--- src/h2st_sat_alu.sv ---
// ----------------------------------------------------------------------------
// h2st_sat_alu
// Shared window adder: wide sum and the sum clamped to 32-bit signed range.
// ----------------------------------------------------------------------------
module h2st_sat_alu (
  input  logic signed [33:0] op_a,
  input  logic signed [33:0] op_b,
  output logic signed [34:0] sum,
  output logic signed [31:0] sat
);

  always_comb begin
    sum = {op_a[33], op_a} + {op_b[33], op_b};
    if (!sum[34] && (|sum[33:31])) begin
      sat = {1'b0, {31{1'b1}}};
    end else if (sum[34] && !(&sum[33:31])) begin
      sat = {1'b1, {31{1'b0}}};
    end else begin
      sat = sum[31:0];
    end
  end

endmodule
--- config.mk ---
export PLATFORM = sky130hd
export DESIGN_NAME = h2st_sat_alu
export DESIGN_NICKNAME = d
export VERILOG_FILES = /design/src/h2st_sat_alu.sv
export SDC_FILE = /design/constraint.sdc
export NUM_CORES = 1
export LEC_CHECK = 0
export BUFFER_PORTS_ARGS = -buffer_cell sky130_fd_sc_hd__buf_2
export CORE_ASPECT_RATIO = 1.25
export CORE_UTILIZATION = 42
export DETAILED_ROUTE_END_ITERATION = 10
export GPL_ROUTABILITY_DRIVEN = 0
export PLACE_DENSITY = 0.81
export SYNTH_ARGS = -nofsm -noshare
export SYNTH_HDL_FRONTEND = slang
export SYNTH_SLANG_ARGS = --single-unit
export TNS_END_PERCENT = 20
--- constraint.sdc ---
create_clock -name vclk -period 3
set_clock_uncertainty 0.15 [all_clocks]
set_input_delay 0.3 -clock vclk [all_inputs]
set_output_delay 0.3 -clock vclk [all_outputs]
set_load 0.05 [all_outputs]
==> results of run 1 <==
layer usage:
layer / track usage, % / GRT overflow
met1: 69.3 / 1
met4: 85.9 / 38
met3: 57.0 / 0
met2: 95.2 / 38
met5: 4.17 / 0
logic make-up after synthesis:
logic type      after synthesis  share of synthesized area [%]
compound gates              147                           41.7
xor+xnor                     29                           11.3
fa+ha+maj                    35                           19.8
buf+inv                      60                           10.7
mux                           2                          0.889
simple gates                 75                           15.6
stage by stage:
step                      instance area (um^2)  hold slack [ns]  std cells  utilization [%]  worst slack (ns)
after floorplan                           2680            0.650        348                -            -0.605
after global placement                    4240            0.913        641             82.9            -0.606
after detailed placement                  4240            0.936        641             82.9            -0.653
after CTS                                 4920            0.936        655             96.1            -0.486
what timing repair did:
item	4_1_cts
setup buffers	12
pin swaps	19
resized for setup	124
gates cloned	2
endpoints found under the setup margin	48
==> flow_summary.toml, run 1 <==
[yosys]
netlist_instances = 348
synth_nets = 451
synthMostInstantiatedCell = "o21ai_0"
syn-cell-area_mm2 = 0.00225
synth.area.top_cells = "ha_1 19%, o21ai_0 10%, inv_1 7.2%"
post_synth.cell_area_avg_um2 = 6.47
synthDistinctLibCells = 50
synth_common_cells = "46 x o21ai_0, 43 x inv_1, 34 x ha_1, 31 x a21oi_1, 31 x nand2_1"
synth_top_area_share_pct = 18.9
synth_top_cell_by_area = "ha_1"
yosysWarningCount = 0
seq_area_frac_synth_pct = 0

[clock_tree]
hold_buffers = 0

[placement]
port_buffers = 135
hpwl_um = 8270

[global_route]
grt_max_degree = 10
grt_pass1_wl_um = 31700
grt_usage_pct = 75.3
grt_pass1_vias = 5441
overflow = 77

[floorplan]
pin_count = 135
die_y_um = 83.9
placement_rows = 29
start_util_pct = 44.0
dieWidth_um = 67.5

[run_status]
tool.error = "[ERROR GRT-0116] Global routing finished with congestion. Check the congestion regions in the DRC Viewer."
stop_stage = "global routing"
status = "stopped before the end"
==> run 2: changes to the inputs <==
--- a/config.mk
+++ b/config.mk
@@ -6,11 +6,10 @@
 export NUM_CORES = 1
 export LEC_CHECK = 0
 export BUFFER_PORTS_ARGS = -buffer_cell sky130_fd_sc_hd__buf_2
-export CORE_ASPECT_RATIO = 1.25
-export CORE_UTILIZATION = 42
+export CORE_UTILIZATION = 40
 export DETAILED_ROUTE_END_ITERATION = 10
 export GPL_ROUTABILITY_DRIVEN = 0
-export PLACE_DENSITY = 0.81
+export PLACE_DENSITY_LB_ADDON = 0.15
 export SYNTH_ARGS = -nofsm -noshare
 export SYNTH_HDL_FRONTEND = slang
 export SYNTH_SLANG_ARGS = --single-unit
==> constraint.sdc (replaced) <==
create_clock -name vclk -period 3.9
set_clock_uncertainty 0.15 [all_clocks]
set_input_delay 0.39 -clock vclk [all_inputs]
set_output_delay 0.39 -clock vclk [all_outputs]
set_load 0.05 [all_outputs]
==> run 2 against run 1 <==
  * The flow now finishes without violations
  * Area after synthesis did not move
  * Synthesized cell count unchanged
==> flow_summary.toml, run 2 <==
[global_route]
grt_use_met3_pct = 0.238
gr-usage-met2_pct = 49.2
globalRoute.busiestLayer = "met2"
overflow = 0
grt_use_met1_pct = 30.0
grt_pass1_vias = 3021
antenna_found_initial = 0
grt_pass1_wl_um = 12600
grt_usage_pct = 24.8
grt_max_degree = 15

[cells_and_area]
n_antenna_cell = 0
nets = 646
utilization_pct = 74.8
final_cells = 611
ff_latch_area_um2 = 0
drive_gt1_share_pct = 49.5
num-fill-cells = 423
final_common_cell = "buf_2"
seq_cell_count = 0
finalInstanceArea_mm2 = 0.00394
mostFrequentLayoutCells = "114 x buf_2, 76 x buf_4, 43 x inv_1, 32 x ha_1"
clock_buffers = 0
syn2layout_area_growth_pct = 75.2

[sta]
timing.final.ws_setup_ns = 0.102
finalCriticalPeriod_ns = 3.80
final_max_slew_viol_count = 0
setup_viol = 0
fin_crit_sh_pct = 97.4
whs_ns = 1.08
setup_tns_ns = 0
worst_pin_slew_ns = 0.475
hold_viol = 0
slew_headroom_pct = 68.3
fmax_mhz = 263

[yosys]
synthDistinctLibCells = 50
synthMostInstantiatedCell = "o21ai_0"
netlist_instances = 348
synth_top_cell_by_area = "ha_1"
synth_common_cells = "46 x o21ai_0, 43 x inv_1, 34 x ha_1, 31 x a21oi_1, 31 x nand2_1"
syn-cell-area_mm2 = 0.00225
synth_nets = 451
synth_top_area_share_pct = 18.9
post_synth.cell_area_avg_um2 = 6.47
yosysWarningCount = 0
synth.area.top_cells = "ha_1 19%, o21ai_0 10%, inv_1 7.2%"
seq_area_frac_synth_pct = 0

[floorplan]
coreArea_mm2 = 0.00527
pin_count = 135
die_y_um = 77.0
die_area_mm2 = 0.00593
placement_rows = 26
dieWidth_um = 77.0
start_util_pct = 42.7

[pwr]
leakage_nw = 2.06
power_density_mw_per_mm2 = 395
power.total_mw = 1.56
irDropWorstVdd_v = 0.000245

[setup_path]
path_cells = "buf_2, ha_1, a21o_1, or4_1, o22a_1, a21boi_2, a2bb2oi_2, xnor2_2, buf_4, o31ai_4, buf_6, buf_12, o31ai_4, buf_6"
critPathLaunchType = "primary input"
crit_family = "compound AO/OA/AOI/OAI gates"
crit_type = "in -> out"
arrival_ns = 3.26
critPathRequiredTime_ns = 3.36
endpoint_kind = "primary output"
slowest_delay_ns = 0.50
crit_slowest_cell = "or4_1"
path_max_fanout = 7
cp_num_buf_inv = 5

[detailed_routing]
drc_errors = 0
first_pass_iters = 4
routedWlPerCell_um = 13.5
vias = 3244
routed_wl_um = 8220
viasPerCell = 5.31
drt_iter0_drc = 109
ant_nets = 0

[run]
maxCapViolCount = 0

[clock_tree]
hold_buffers = 0

[worst_hold_path]
hold_class = "in -> out"

[placement]
hpwl_um = 6800
dp_slack_ns = -0.363
dpl_cell_area_mm2 = 0.00367
port_buffers = 135
dp_cells = 604

[run_status]
status = "finished clean"
-- run 2: final timing paths --
check | start | to | slack, ns | cells past startpoint
hold / removal | op_b[0] | sum[0] | 1.08 | 3
setup / recovery | op_a[10] | sat[26] | 0.10 | 14
-- run 2: routing by layer --
layer  vias to the layer above  wire [um]
met4                         0        136
met3                        12        333
li1                       1635          -
met2                       116       4430
met1                      1481       3320
met5                         -          0
-- run 2: power breakdown --
group	switching [mW]	total [mW]	leakage (nW)	internal [mW]
Clock	0	0	0	0
Sequential	0	0	0	0
Combinational	1.04	1.56	2.06	0.516
-- run 2: cell type report --
| type | instances | area (um^2) | area share [%] |
|---|---|---|---|
| Tap cell | 70 | 87.6 | 2.22 |
| Inverter | 43 | 161 | 4.09 |
| Timing Repair Buffer | 210 | 1400 | 35.4 |
| Multi-Input combinational cell | 288 | 2300 | 58.2 |
-- run 2: kinds of logic after synthesis --
group,after synthesis,synth area share (%)
AOI/OAI and AO/OA,147,41.7
xor gates and xnor gates,29,11.3
adders and majority gates,35,19.8
buffers and inverters,60,10.7
muxes,2,0.889
and+or+nand+nor,75,15.6
-- run 2: what timing repair did --
item                       CTS  global route
setup endpoints to repair   31            32
cloned                       0             1
setup buffers                3             3
resized for setup            4            71
pin swaps                    3            11
Power figures use the tool's default switching activity.
==> run 3: changes to the inputs <==
--- a/config.mk
+++ b/config.mk
@@ -5,8 +5,10 @@
 export SDC_FILE = /design/constraint.sdc
 export NUM_CORES = 1
 export LEC_CHECK = 0
+export ABC_AREA = 1
 export BUFFER_PORTS_ARGS = -buffer_cell sky130_fd_sc_hd__buf_2
-export CORE_UTILIZATION = 40
+export CORE_MARGIN = 3
+export CORE_UTILIZATION = 43
 export DETAILED_ROUTE_END_ITERATION = 10
 export GPL_ROUTABILITY_DRIVEN = 0
 export PLACE_DENSITY_LB_ADDON = 0.15
==> run 3 against run 2 <==
  * Count of clock-buffer cells in the layout stayed put
  * Highest routed layer is now met3
  * Total power fell by 15%
  * Final cell count up 14%
  * Wire length is 3.8% lower
  * Combinational power is 15% lower
  * Synthesized cell count rose by 42%
  * Area after synthesis grew 17%
  * Critical endpoint is now sat[21]
  * First-iteration DRC count grew 47%
  * Die area is 19% higher
  * Global-route usage fell by 3.7 points
  * Critical path depth rose by 6
  * Worst setup slack gained 0.38 ns
==> flow_summary.toml, run 3 <==
[cells_and_area]
seq_cell_count = 0
n_antenna_cell = 0
final_common_cell = "nand2_1"
nets = 729
drive_gt1_share_pct = 26.6
clock_buffers = 0
utilization_pct = 58.4
ff_latch_area_um2 = 0
syn2layout_area_growth_pct = 27.1
mostFrequentLayoutCells = "209 x nand2_1, 135 x buf_2, 65 x inv_1, 41 x nor2_1, 36 x a21oi_1"

[sta]
rsz0062_at_grt = "false"
finalCriticalPeriod_ns = 3.42
hold_viol = 0
setup_tns_ns = 0
setup_viol = 0
fin_crit_sh_pct = 87.6
fmax_mhz = 293
worst_pin_slew_ns = 0.324
final_max_slew_viol_count = 0
slew_headroom_pct = 78.3

[yosys]
syn-cell-area_mm2 = 0.00262
seq_area_frac_synth_pct = 0
synth_nets = 598
synth_top_cell_by_area = "nand2_1"
post_synth.cell_area_avg_um2 = 5.30
synthMostInstantiatedCell = "nand2_1"
synthXorXnorAreaFrac_pct = 9.02
synth-compound-area-share_pct = 12.7
synthMuxAreaShare_pct = 0
synth-adder-area-share_pct = 17.0
synth_top_area_share_pct = 29.9
synth_simple_gate_area_share_pct = 48.9
synth_top_family_by_area = "simple AND/OR/NAND/NOR gates"
synth_common_cells = "209 x nand2_1, 65 x inv_1, 41 x nor2_1, 36 x a21oi_1, 34 x ha_1"
yosysWarningCount = 0
synthDistinctLibCells = 32
synth.area.top_cells = "nand2_1 30%, ha_1 16%, inv_1 9.3%"
netlist_instances = 495

[setup_path]
endpoint_kind = "primary output"
crit_end = "sat[21]"
critPathRequiredTime_ns = 3.36
crit_type = "in -> out"
arrival_ns = 2.88
critPathLaunchType = "primary input"
path_max_fanout = 23
crit_path_start = "op_a[0]"

[detailed_routing]
first_pass_iters = 4
viasPerCell = 4.88
wl_met2_um = 3660
routed_wl_um = 7910
wl_met1_um = 3760
drt_iter0_drc = 160
ant_nets = 0
top_layer_used = "met3"
wl_met3_um = 488
drc_errors = 0
routedWlPerCell_um = 11.4
vias = 3398

[placement]
port_buffers = 135
hpwl_um = 7010

[floorplan]
placement_rows = 27
pin_count = 135
dieWidth_um = 84.1
die_area_mm2 = 0.00707
start_util_pct = 45.9
coreArea_mm2 = 0.00571
die_y_um = 84.1

[clock_tree]
hold_buffers = 0
cts-resized-gates = 0
cts_setup_buffers = 0

[global_route]
grt_pass1_wl_um = 13300
grt_max_degree = 32
antenna_found_initial = 0
grt_pass1_vias = 3008
overflow = 0
grt_usage_pct = 21.1

[pwr]
leakage_nw = 2.07
power_density_mw_per_mm2 = 398
irDropWorstVdd_v = 0.000233

[worst_hold_path]
hold_class = "in -> out"

[run]
maxCapViolCount = 0

[run_status]
status = "finished clean"
-- run 3: worst min-delay path by stage --
stage	startpoint	to	slack, ns	cells after the start
final	op_b[0]	sum[0]	1.10	3
after detailed placement	op_b[0]	sum[0]	1.09	3
after CTS	op_b[0]	sum[0]	1.09	3
after global routing	op_b[0]	sum[0]	1.11	3
after global placement	op_b[0]	sum[0]	1.08	3
after floorplan	op_b[0]	sum[0]	1.01	1
-- run 3: layout make-up --
| type | instances | area, um^2 |
|---|---|---|
| Fill cell | 640 | 2380 |
| Inverter | 67 | 251 |
| Multi-Input combinational cell | 421 | 2300 |
| Timing Repair Buffer | 136 | 696 |
| Tap cell | 72 | 90.1 |
-- run 3: worst max-delay path: stages --
cell and delay, ns:
buf_2 0.08, ha_1 0.22, inv_1 0.07, fa_1 0.42
inv_1 0.09, nand2_1 0.05, nand2_1 0.07, nand3_1 0.07
nand2_1 0.13, nand2_1 0.08, nand2_2 0.10, nand2_2 0.06
nand2_1 0.06, nand2_1 0.06, nand2_2 0.10, nand2_2 0.07
o21ai_4 0.28, buf_12 0.20, nand2_1 0.06, buf_2 0.20
-- run 3: cell families after synthesis --
kind of cell / after synthesis
compound gates: 57
xor+xnor: 27
fa+ha+maj: 35
buf+inv: 74
simple gates: 302
-- run 3: power by group --
part / total (mW) / internal [mW] / switching [mW]
Clock: 0 / 0 / 0
Sequential: 0 / 0 / 0
Combinational: 1.33 / 0.316 / 1.01
-- run 3: per-stage QoR --
step	cell area [um^2]	power, mW	setup slack [ns]	instances	hold slack (ns)
final	3330	1.33	0.484	696	1.10
after global routing	3330	1.42	0.187	696	1.11
after CTS	3330	1.33	0.468	696	1.09
after detailed placement	3330	1.33	0.482	696	1.09
after global placement	3330	1.32	0.554	696	1.08
after floorplan	2620	1.06	0.255	495	1.01
-- run 3: metal layers --
metal	vias up	track usage (%)
met5	-	0
met4	0	0
met3	0	1.18
met2	94	37.1
met1	1499	30.0
li1	1805	-
==> run 4: changes to the inputs <==
--- a/config.mk
+++ b/config.mk
@@ -8,10 +8,12 @@
 export ABC_AREA = 1
 export BUFFER_PORTS_ARGS = -buffer_cell sky130_fd_sc_hd__buf_2
 export CORE_MARGIN = 3
-export CORE_UTILIZATION = 43
+export CORE_UTILIZATION = 26
 export DETAILED_ROUTE_END_ITERATION = 10
 export GPL_ROUTABILITY_DRIVEN = 0
 export PLACE_DENSITY_LB_ADDON = 0.15
+export SETUP_SLACK_MARGIN = 0.2
+export SLEW_MARGIN = 5
 export SYNTH_ARGS = -nofsm -noshare
 export SYNTH_HDL_FRONTEND = slang
 export SYNTH_SLANG_ARGS = --single-unit
==> run 4 against run 3 <==
  * Final cell count grew 9.1%
  * First-iteration DRC count shrank 16%
  * Fmax grew 1.9%
  * Global-route usage shrank 6.1 points
  * Critical path depth is the same
  * Worst setup slack gained 0.063 ns
  * Total power grew 1.7%
  * Count of clock-buffer cells in the layout is the same
  * Highest routed layer is now met4
  * Worst hold slack lost 0.0037 ns
==> flow_summary.toml, run 4 (same netlist as run 3, synthesis figures left out) <==
[run_status]
status = "finished clean"

[global_route]
grt_pass1_vias = 3230
antenna_found_initial = 0
grt_use_met3_pct = 0.911
globalRoute.busiestLayer = "met2"
grt_usage_pct = 15.0
grt_use_met1_pct = 21.6
grt_max_degree = 32
grt_pass1_wl_um = 14400
overflow = 0
gr-usage-met2_pct = 25.7

[pwr]
intPower_mw = 0.324
power.clock.fraction_pct = 0
leakage_nw = 2.08
combinationalPowerShare_pct = 100.0
seq_power_share_pct = 0
irDropWorstVdd_v = 0.000224
p_sw_share_pct = 75.9
switchingPower_mw = 1.02
power_density_mw_per_mm2 = 393

[cells_and_area]
n_antenna_cell = 0
nets = 731
syn2layout_area_growth_pct = 30.9
final_common_cell = "nand2_1"
clock_buffers = 0
mostFrequentLayoutCells = "209 x nand2_1, 135 x buf_2, 65 x inv_1, 41 x nor2_1, 36 x a21oi_1"
ff_latch_area_um2 = 0
seq_cell_count = 0
utilization_pct = 35.1
drive_gt1_share_pct = 26.8

[floorplan]
dieWidth_um = 106
start_util_pct = 26.8
die_y_um = 106
coreArea_mm2 = 0.00977
placement_rows = 36
pin_count = 135
die_area_mm2 = 0.0113

[setup_path]
path_cells = "buf_2, ha_1, inv_1, fa_1, inv_1, nand2_1, nand2_1, nand3_1, nand2_1, nand2_1, nand2_2, nand2_2, nand2_1, nand2_1, nand2_2, nand2_2, o21ai_4, buf_4, nand2_1, buf_2"
slowest_delay_ns = 0.41
endpoint_kind = "primary output"
crit_slowest_cell = "fa_1"
critPathLaunchType = "primary input"
path_max_fanout = 7
crit_type = "in -> out"
arrival_ns = 2.81
crit_top_cell = "nand2_1"
critPathRequiredTime_ns = 3.36

[sta]
final_max_slew_viol_count = 0
fin_crit_sh_pct = 86.0
fmax_mhz = 298
setup_viol = 0
rsz0062_at_grt = "false"
setup_tns_ns = 0
slew_headroom_pct = 76.2
finalCriticalPeriod_ns = 3.35
timing.final.ws_setup_ns = 0.547
whs_ns = 1.09
worst_pin_slew_ns = 0.355
hold_viol = 0

[detailed_routing]
ant_nets = 0
vias = 3312
drt_iter0_drc = 134
routed_wl_um = 8880
drc_errors = 0
routedWlPerCell_um = 11.7
first_pass_iters = 4
viasPerCell = 4.36

[placement]
port_buffers = 135
hpwl_um = 7930
dp_slack_ns = 0.433

[worst_hold_path]
hold_class = "in -> out"

[run]
maxCapViolCount = 0
==> run 4: timing repair <==
action                                  4_1_cts  5_1_grt
resized for setup                             0        1
hold buffers                                  0        0
endpoints found under the setup margin        0       31
setup buffers                                 0        1
==> run 4: final cells by class <==
cell class         count  area [um^2]
inverters             67          251
fillers             1153         6340
well taps            133          166
repair buffers       138          711
multi-input cells    421         2300
==> run 4: worst max-delay path: cells and delay by family <==
kind            cells  cell delay [ns]
compound gates      1             0.24
simple gates       12             0.88
fa+ha+maj           2             0.63
buf+inv             5             0.65
==> run 4: power groups by stage <==
stage	combinational [mW]	clock, mW	sequential (mW)
global route	1.45	0	0
detailed placement	1.35	0	0
global placement	1.34	0	0
CTS	1.35	0	0
finish	1.35	0	0
floorplan	1.06	0	0
==> run 4: final timing paths <==
check | start | end | slack [ns] | cells past startpoint
setup / recovery | op_a[0] | sat[26] | 0.55 | 20
hold / removal | op_b[0] | sum[0] | 1.09 | 3
==> run 4: stage by stage <==
| step | total power [mW] | std cells | instance area (um^2) |
|---|---|---|---|
| 2_1_floorplan | 1.06 | 495 | 2620 |
| 3_3_place_gp | 1.34 | 758 | 3420 |
| 3_5_place_dp | 1.35 | 758 | 3420 |
| 4_1_cts | 1.35 | 758 | 3420 |
| 5_1_grt | 1.45 | 759 | 3430 |
| 6_report | 1.35 | 759 | 3430 |
==> run 4: layer usage <==
metal	wire [um]	vias to the layer above
met1	4450	1421
met5	0	-
met2	3910	82
met4	37	0
li1	-	1807
met3	483	2
